==> src/hdl/assert_macros.svh <==
// ---------------------------------------------------------------------------
// assertion macros shared by the conv1d block
// ---------------------------------------------------------------------------
`ifndef ASSERT_MACROS_SVH
`define ASSERT_MACROS_SVH

// same-cycle implication, disabled while reset is high
`define C1D_ASSERT_IMPL(label, clk, rst, ante, cons, msg) \
  label: assert property (@(posedge clk) disable iff (rst) (ante) |-> (cons)) \
    else $error(msg);

// next-cycle implication, disabled while reset is high
`define C1D_ASSERT_NEXT(label, clk, rst, ante, cons, msg) \
  label: assert property (@(posedge clk) disable iff (rst) (ante) |=> (cons)) \
    else $error(msg);

`endif

==> src/hdl/c1d_pkg.sv <==
// ---------------------------------------------------------------------------
// c1d_pkg
// types and fixed field widths for the five-tap sixteen-channel conv1d
// ---------------------------------------------------------------------------
`timescale 1ns / 1ps
`default_nettype none

package c1d_pkg;

  localparam int IDX_W      = 7;
  localparam int SAMPLE_W   = 16;
  localparam int COEF_W     = 16;
  localparam int CHANNEL_W  = 4;
  localparam int POSITION_W = 12;
  localparam int VALUE_W    = 40;
  localparam int PROD_W     = 32;
  localparam int BIAS_SHIFT = 12;

  localparam logic ACTION_SAMPLE = 1'b0;
  localparam logic ACTION_LOAD   = 1'b1;

  typedef struct packed {
    logic                       action;
    logic                       chunk_start;
    logic signed [SAMPLE_W-1:0] sample;
    logic [IDX_W-1:0]           coef_index;
    logic signed [COEF_W-1:0]   coef_value;
  } item_t;

  typedef struct packed {
    logic [CHANNEL_W-1:0]      channel;
    logic [POSITION_W-1:0]     position;
    logic signed [VALUE_W-1:0] value;
    logic                      last;
  } result_t;

  // controller to datapath
  typedef struct packed {
    logic take_sample;
    logic take_load;
    logic issue;
    logic load_write;
  } ctl_cmd_t;

  // datapath to controller
  typedef struct packed {
    logic advance;
    logic is_load;
    logic fill_full;
    logic idx_in_range;
    logic last_channel;
  } ctl_sts_t;

endpackage

`default_nettype wire

==> src/hdl/c1d_ctrl.sv <==
// ---------------------------------------------------------------------------
// c1d_ctrl
// sequencer: takes items, issues one channel per cycle while the result side is not stalled, runs coefficient loads
// ---------------------------------------------------------------------------
`timescale 1ns / 1ps
`default_nettype none
`include "assert_macros.svh"

module c1d_ctrl (
  input  logic              clk,
  input  logic              rst,
  input  logic              valid,
  output logic              ready,
  input  c1d_pkg::ctl_sts_t sts,
  output c1d_pkg::ctl_cmd_t cmd
);

  typedef enum logic [1:0] {
    ST_IDLE,
    ST_RUN,
    ST_LOAD
  } state_t;

  state_t state;
  state_t state_next;

  always_comb begin
    cmd        = '0;
    ready      = 1'b0;
    state_next = state;
    case (state)
      ST_IDLE: begin
        ready = sts.advance;
        if (valid && sts.advance) begin
          if (sts.is_load) begin
            cmd.take_load = sts.idx_in_range;
            if (sts.idx_in_range) begin
              state_next = ST_LOAD;
            end
          end else begin
            cmd.take_sample = 1'b1;
            if (sts.fill_full) begin
              cmd.issue = 1'b1;
              if (!sts.last_channel) begin
                state_next = ST_RUN;
              end
            end
          end
        end
      end
      ST_RUN: begin
        if (sts.advance) begin
          cmd.issue = 1'b1;
          if (sts.last_channel) begin
            state_next = ST_IDLE;
          end
        end
      end
      ST_LOAD: begin
        cmd.load_write = 1'b1;
        state_next     = ST_IDLE;
      end
      default: begin
        state_next = ST_IDLE;
      end
    endcase
  end

  always_ff @(posedge clk) begin
    if (rst) begin
      state <= ST_IDLE;
    end else begin
      state <= state_next;
    end
  end

  `C1D_ASSERT_NEXT(a_run_ends, clk, rst,
    (state == ST_RUN) && sts.advance && sts.last_channel, state == ST_IDLE,
    "channel sweep did not return to idle after the last channel")

  `C1D_ASSERT_IMPL(a_load_not_issue, clk, rst,
    cmd.load_write, !cmd.issue && !ready,
    "load sequence overlaps channel issue or input acceptance")

endmodule

`default_nettype wire

==> config.mk <==
export PLATFORM = sky130hd
export DESIGN_NAME = c1d_ctrl
export DESIGN_NICKNAME = d
export VERILOG_FILES = /design/src/hdl/c1d_pkg.sv /design/src/hdl/c1d_ctrl.sv
export VERILOG_INCLUDE_DIRS = /design/src /design/src/hdl
export SDC_FILE = /design/constraint.sdc
export NUM_CORES = 1
export LEC_CHECK = 0
export BUFFER_PORTS_ARGS = -buffer_cell sky130_fd_sc_hd__buf_2
export CAP_MARGIN = 10
export CELL_PAD_IN_SITES_DETAIL_PLACEMENT = 0
export CELL_PAD_IN_SITES_GLOBAL_PLACEMENT = 1
export CORE_AREA = 2 2 39 41
export CTS_CLUSTER_SIZE = 14
export DETAILED_ROUTE_END_ITERATION = 12
export DIE_AREA = 0 0 41 43
export GPL_ROUTABILITY_DRIVEN = 0
export PLACE_DENSITY_LB_ADDON = 0.15
export SETUP_SLACK_MARGIN = 0.05
export SLEW_MARGIN = 10
export SYNTH_ARGS = -nofsm -noshare
export SYNTH_HDL_FRONTEND = slang
export SYNTH_SLANG_ARGS = --single-unit
==> constraint.sdc <==
create_clock -name clk -period 0.8 [get_ports clk]
set_input_delay 0.04 -clock clk [delete_from_list [all_inputs] [get_ports clk]]
set_output_delay 0.04 -clock clk [all_outputs]
set_load 0.01 [all_outputs]
Word level (Yosys, flattened, before mapping)
Cells that the tools add are included.

word-level totals
  bits in registers = 2
  latch bits = 0
  memory bits (writable) = 0
  ROM bits = 0
  bits of input ports = 8
  logic and storage cells = 30
  memories kept = 0

cells by class
  add/subtract/negate cells = 0
  multipliers = 0
  div/mod/pow operators = 0
  order comparisons = 0
  equality and inequality tests = 8
  shift-type cells = 0
  mux-type cells = 18
  bitwise operators = 0
  reduce and logical (&&, ||, !) cells = 3

operators by type and width
  kind                                            count
  2-to-1 mux 2 bit                                8
  != test 3 bit (second input constant)           3
  2-to-1 mux 1 bit                                7
  != test 2 bit (second input constant)           3
  AND reduction 6 bit                             1
  case mux 2 bit (2 select lines)                 1
  2-to-1 mux 3 bit                                1
  == test 2 x 1 -> 1 bit (second input constant)  1
  == test 2 bit (second input constant)           1
  zero test 2 bit                                 1
  case mux 1 bit (2 select lines)                 1
  logical AND 1 bit                               1

Depth between registers and ports, before layout
Gate-level depths: netlist of run 1.

  word-level depth = 5
  mapped depth = 2
  gate-level depth less buffers = 2

Worst setup path before layout of run 1
No wires, ideal clock.

  path kind = register -> output
  start point = register state[0]
  end point = output port cmd[3] (netlist bit)
  arrival = 962 ps
  path slack = -202 ps
  stages on the path, launching flop included = 3
  path buffers = 0
  cells stage by stage = dfxtp_1 -> or3b_4 -> nor3b_2

RTL lines
  item                    line            source
  from (decl)             c1d_ctrl.sv:24  state_t state;
  from (signal assigned)  c1d_ctrl.sv:73  state <= state_next;
  to (decl)               c1d_ctrl.sv:15  output c1d_pkg::ctl_cmd_t cmd

==> results of run 1 <==
## stage by stage
stage / utilization, % / power [W] / instances
finish: 23.3 / 0.000427 / 53
global route: 23.3 / 0.000473 / 53
detailed placement: 17.9 / 0.000185 / 47
global placement: 17.9 / 0.000186 / 47
CTS: 21.1 / 0.000434 / 52
floorplan: - / 0.000141 / 16
## layout make-up
| cell class | instances | area share (%) |
|---|---|---|
| repair buffers | 18 | 34.5 |
| inverters | 2 | 2.33 |
| multi-input cells | 12 | 37.2 |
| flip-flops and latches | 2 | 12.8 |
| clock buffers | 3 | 6.98 |
| well taps | 16 | 6.20 |
## cells by family after synthesis
kind of cell | count (synthesis) | synth area share (%)
compound gates | 3 | 14.4
buf+inv | 2 | 5.41
flops | 2 | 28.8
simple gates | 9 | 51.4
## what timing repair did
action / 4_1_cts / 5_1_grt
hold endpoints to repair: 1 / 0
pin swaps: 2 / 0
resized for setup: 1 / 5
endpoints found under the setup margin: 7 / 7
cloned: 0 / 0
setup buffers: 1 / 1
hold buffers: 1 / 0
## how the worst max path moves through the flow
stage / start / endpoint / slack, ns / cells after the start
final: state[1] / cmd[3] / -0.51 / 3
after global routing: state[1] / cmd[3] / -0.55 / 3
after CTS: state[1] / cmd[3] / -0.52 / 3
after detailed placement: state[0] / cmd[3] / -0.29 / 3
after global placement: state[0] / cmd[3] / -0.28 / 3
after floorplan: state[0] / cmd[3] / -0.17 / 2
## power by group
group,switching [W],internal [W]
Combinational,0.0000439,0.0000581
Clock,0.0000562,0.000165
Sequential,0.00000110,0.000103
Total,0.000101,0.000326
## metal layers
| metal | share of wire [%] | vias to the layer above |
|---|---|---|
| met3 | 11 | 0 |
| met4 | 0 | 0 |
| met1 | 34 | 90 |
| met2 | 55 | 7 |
| li1 | - | 101 |
| met5 | 0 | - |
## cell usage in the layout, fill, tap and decap left out, types with 2 or more instances in the layout
master	instances
clkbuf_4	3
inv_1	2
buf_4	4
a21oi_2	2
buf_2	12
## critical path, cell delays in order, from the launching register on
cell     delay, ns
dfxtp_2       0.31
or3b_4        0.42
nor3b_4       0.17
buf_2         0.15
## Yosys cell counts, drive strengths merged
cell type,number,area [sq um]
nor2b,1,6.26
nor3b,1,12.5
nor2,1,3.75
nand2b,1,6.26
nand3b,1,7.51
dfxtp,2,40.0
a21oi,2,10.0
nor3,1,10.0
or3b,1,11.3
nand4b,1,8.76
a211o,1,10.0
inv,2,7.51
nand3,1,5.00
==> results.py, run 1 <==
metrics = {
    "outcome": {
        "status": "finished with violations",
        "violations": "setup timing",
    },
    "placed_design": {
        "dp_slack_ns": -0.287,
        "place_area_sq_um": 248,
        "port-buffer-count": 12,
    },
    "cells_and_area": {
        "top_regs": "state: 2 flops",
        "multi_input_area_sq_um": 120,
        "area_growth_pct": 132,
        "register_area_sq_um": 41.3,
        "fillCellCount": 161,
        "regMostFlops": "state",
        "layout-drive-gt1-share_pct": 75.7,
        "largest_reg_flops": 2,
        "final_nets": 47,
        "diodes": 0,
        "stdcell_area_sq_um": 323,
    },
    "global_route": {
        "antenna_found_initial": 0,
        "met2_usage_pct": 10.6,
        "grt_util_met3_pct": 4.19,
        "grt_usage_pct": 6.81,
        "grt_pass1_vias": 211,
        "grt_busiest_layer": "met2",
        "grt_pass1_wl_um": 745,
        "use_met1_pct": 4.47,
        "grt_start_max_net_pins": 5,
        "overflow": 0,
    },
    "synthesis": {
        "syn_inst": 16,
        "ys_warn_count": 0,
        "synth_cell_types": 13,
        "synthesis.area_sq_um": 139,
        "ys_ff_latch": 2,
        "seq_area_frac_synth_pct": 28.8,
        "synth.net_count": 24,
        "avgSynthCellArea_sq_um": 8.68,
    },
    "floorplanning": {
        "dieArea_sq_um": 1760,
        "core_area_sq_um": 1380,
        "rows": 14,
        "die_y_um": 43,
        "ioPinCount": 13,
        "chipWidth_um": 41,
        "start_util_pct": 10.0,
    },
    "cts": {
        "htree_levels": 1,
        "cts-root-buf": "clkbuf_4",
        "clk_path_buf_depth": 2,
        "cts_buffers": 3,
        "clock_sinks": 2,
        "clk_pin_slew_ns": 0.03,
        "cts_tree": "yes",
        "clk_latency_ns": 0.22,
    },
    "min_path": {
        "min_to": "state[0]",
        "hold_path.class": "input port to register",
        "whs_path_depth": 3,
        "min_from": "rst",
    },
    "worst_setup_path": {
        "crit_path_start_kind": "register",
        "timing.rr.end": "state[1]",
        "crit_type": "register to output pin",
        "crit_fanout": 4,
        "required_ns": 0.76,
        "worstPathArrival_ns": 1.27,
        "crit_path_end_kind": "output pin",
        "r2r_cells": 3,
        "worstReg2RegStart": "state[1]",
        "reg2reg_slack_ns": -0.30,
    },
    "sta": {
        "finalCritPeriodShare_pct": 163,
        "slew_headroom_pct": 91.5,
        "drv_slew": 0,
        "rsz0062_at_grt": "yes",
        "finClkSkew_ns": 0.000525,
        "finalSetupViolations": 7,
        "tightest_slew_ns": 0.126,
        "setup_tns_ns": -2.35,
        "layout_setup_ws_ns": -0.506,
        "clock.fmax_mhz": 766,
        "whs_ns": 0.0835,
        "hold_violations": 0,
        "period_needed_ns": 1.31,
    },
    "pwr": {
        "peakVddDrop_uv": 599,
        "leakage_nw": 0.156,
        "p_per_area_nw_per_um2": 1320,
    },
    "detailed_routing": {
        "routedWlPerCell_um": 10.1,
        "vias_per_cell": 3.74,
        "drc": 0,
        "ant_nets": 0,
        "drtPass1Iterations": 1,
        "num_vias": 198,
        "drt_iter0_drc": 0,
        "finalWirelength_um": 533,
    },
    "flow_run": {
        "maxCapViolCount": 0,
    },
}
No activity file was read; power rests on OpenSTA's default activity.
==> run 2, diff against run 1 <==
PLACE_DENSITY_LB_ADDON = 0.08   (was 0.15)
clock period = 1.7 ns   (was 0.8 ns; I/O delays follow)
==> run 2 against run 1 <==
  * The run now ends clean
  * Largest cell class unchanged
  * Non-clock buffer count decreased by 6
  * Sequential share of layout area increased by 3.8 points
  * Die area unchanged
  * Largest power group unchanged
  * Final area decreased by 25%
  * Critical endpoint unchanged
==> results.py, run 2 (synthesis gave the netlist of run 1 again) <==
metrics = {
    "outcome": {
        "status": "finished, final reports clean",
    },
    "sta": {
        "period_needed_ns": 1.36,
        "clock.fmax_mhz": 734,
        "finClkSkew_ns": 0.00235,
        "rsz0062_at_grt": "no",
        "hold_violations": 0,
        "finalCritPeriodShare_pct": 80.1,
        "drv_slew": 0,
        "tightest_slew_ns": 0.117,
        "setup_tns_ns": 0,
        "slew_headroom_pct": 92.2,
        "finalSetupViolations": 0,
        "layout_setup_ws_ns": 0.338,
    },
    "worst_setup_path": {
        "crit_fanout": 4,
        "cp_top_family": "simple AND/OR/NAND/NOR gates",
        "slowest_stage": "or3b_4",
        "crit_type": "register to output pin",
        "crit_path_end_kind": "output pin",
        "required_ns": 1.62,
        "crit_path_cell_trace": "or3b_4, nor3b_2, buf_2",
        "path_buf_inv": 1,
        "slowest_delay_ns": 0.43,
        "crit_path_start_kind": "register",
        "worstPathArrival_ns": 1.28,
    },
    "detailed_routing": {
        "ant_nets": 0,
        "drt_iter0_drc": 0,
        "drc": 0,
        "vias_per_cell": 3.68,
        "drtPass1Iterations": 1,
        "num_vias": 173,
        "finalWirelength_um": 415,
        "routedWlPerCell_um": 8.83,
    },
    "cells_and_area": {
        "fillCellCount": 170,
        "layout_common_cells": "12 x buf_2, 3 x clkbuf_4, 2 x inv_1, 2 x a21oi_1, 2 x dfxtp_1",
        "area_growth_pct": 73.9,
        "final_nets": 41,
        "diodes": 0,
        "regMostFlops": "state",
        "instances_no_fill": 47,
        "utilization_pct": 17.5,
        "top_regs": "state: 2 flops",
        "final_common_cell": "buf_2",
        "register_area_sq_um": 40.0,
        "multi_input_area_sq_um": 91.3,
        "largest_reg_flops": 2,
        "layout-drive-gt1-share_pct": 61.3,
    },
    "placed_design": {
        "dp_slack_ns": 0.568,
        "port-buffer-count": 12,
        "hpwlAfterDp_um": 337,
        "dpl.cell_count": 44,
    },
    "cts": {
        "clk_path_buf_depth": 2,
        "post_cts_buffers": 0,
        "cts.hold.buffers_added": 0,
        "cts-resized-gates": 0,
        "clock_sinks": 2,
        "clk_latency_ns": 0.22,
        "htree_levels": 1,
        "cts_buffers": 3,
        "cts-root-buf": "clkbuf_4",
        "cts_tree": "yes",
        "clk_pin_slew_ns": 0.03,
    },
    "pwr": {
        "leakage_nw": 0.119,
        "p_per_area_nw_per_um2": 768,
        "peakVddDrop_uv": 134,
    },
    "global_route": {
        "antenna_found_initial": 0,
        "grt_start_max_net_pins": 5,
        "grt_pass1_vias": 177,
        "grt_usage_pct": 6.70,
        "grt_pass1_wl_um": 696,
        "overflow": 0,
    },
    "floorplanning": {
        "ioPinCount": 13,
        "start_util_pct": 10.0,
        "dieArea_sq_um": 1760,
        "rows": 14,
        "die_y_um": 43,
        "core_area_sq_um": 1380,
        "chipWidth_um": 41,
    },
    "min_path": {
        "hold_path.class": "input port to register",
    },
    "flow_run": {
        "maxCapViolCount": 0,
    },
}
## run 2: final cells by class
cell class | count | area share (%)
multi-input combinational | 12 | 37.8
timing repair buffer | 12 | 24.9
sequential | 2 | 16.6
clock buffer | 3 | 9.33
tap | 16 | 8.29
inverter | 2 | 3.11
## run 2: through the flow
stage	total power [W]	cell area, sq um	hold slack, ns
after floorplan	0.0000648	139	0.155
after global placement	0.0000822	219	0.277
after detailed placement	0.0000821	219	0.277
after CTS	0.000195	241	0.0385
after global routing	0.000199	241	0.0562
final	0.000186	241	0.0453
## run 2: final timing paths
check	startpoint	to	slack (ns)	cells after the start
max	state[0]	cmd[3]	0.34	3
min	rst	state[1]	0.05	2
max reg2reg	state[0]	state[1]	0.74	2
min reg2reg	state[0]	state[0]	0.49	2
## run 2: routing by layer
| layer | wire (um) | global-route usage, % |
|---|---|---|
| met5 | 0 | 0 |
| met4 | 26 | 12.0 |
| met3 | 46 | 1.57 |
| met2 | 189 | 7.81 |
| met1 | 153 | 6.67 |
## run 2: power breakdown
group          leakage, nW  switching, W  internal [W]
Combinational       0.0891     0.0000149     0.0000168
Sequential          0.0162   0.000000778     0.0000483
Clock               0.0138     0.0000270     0.0000779
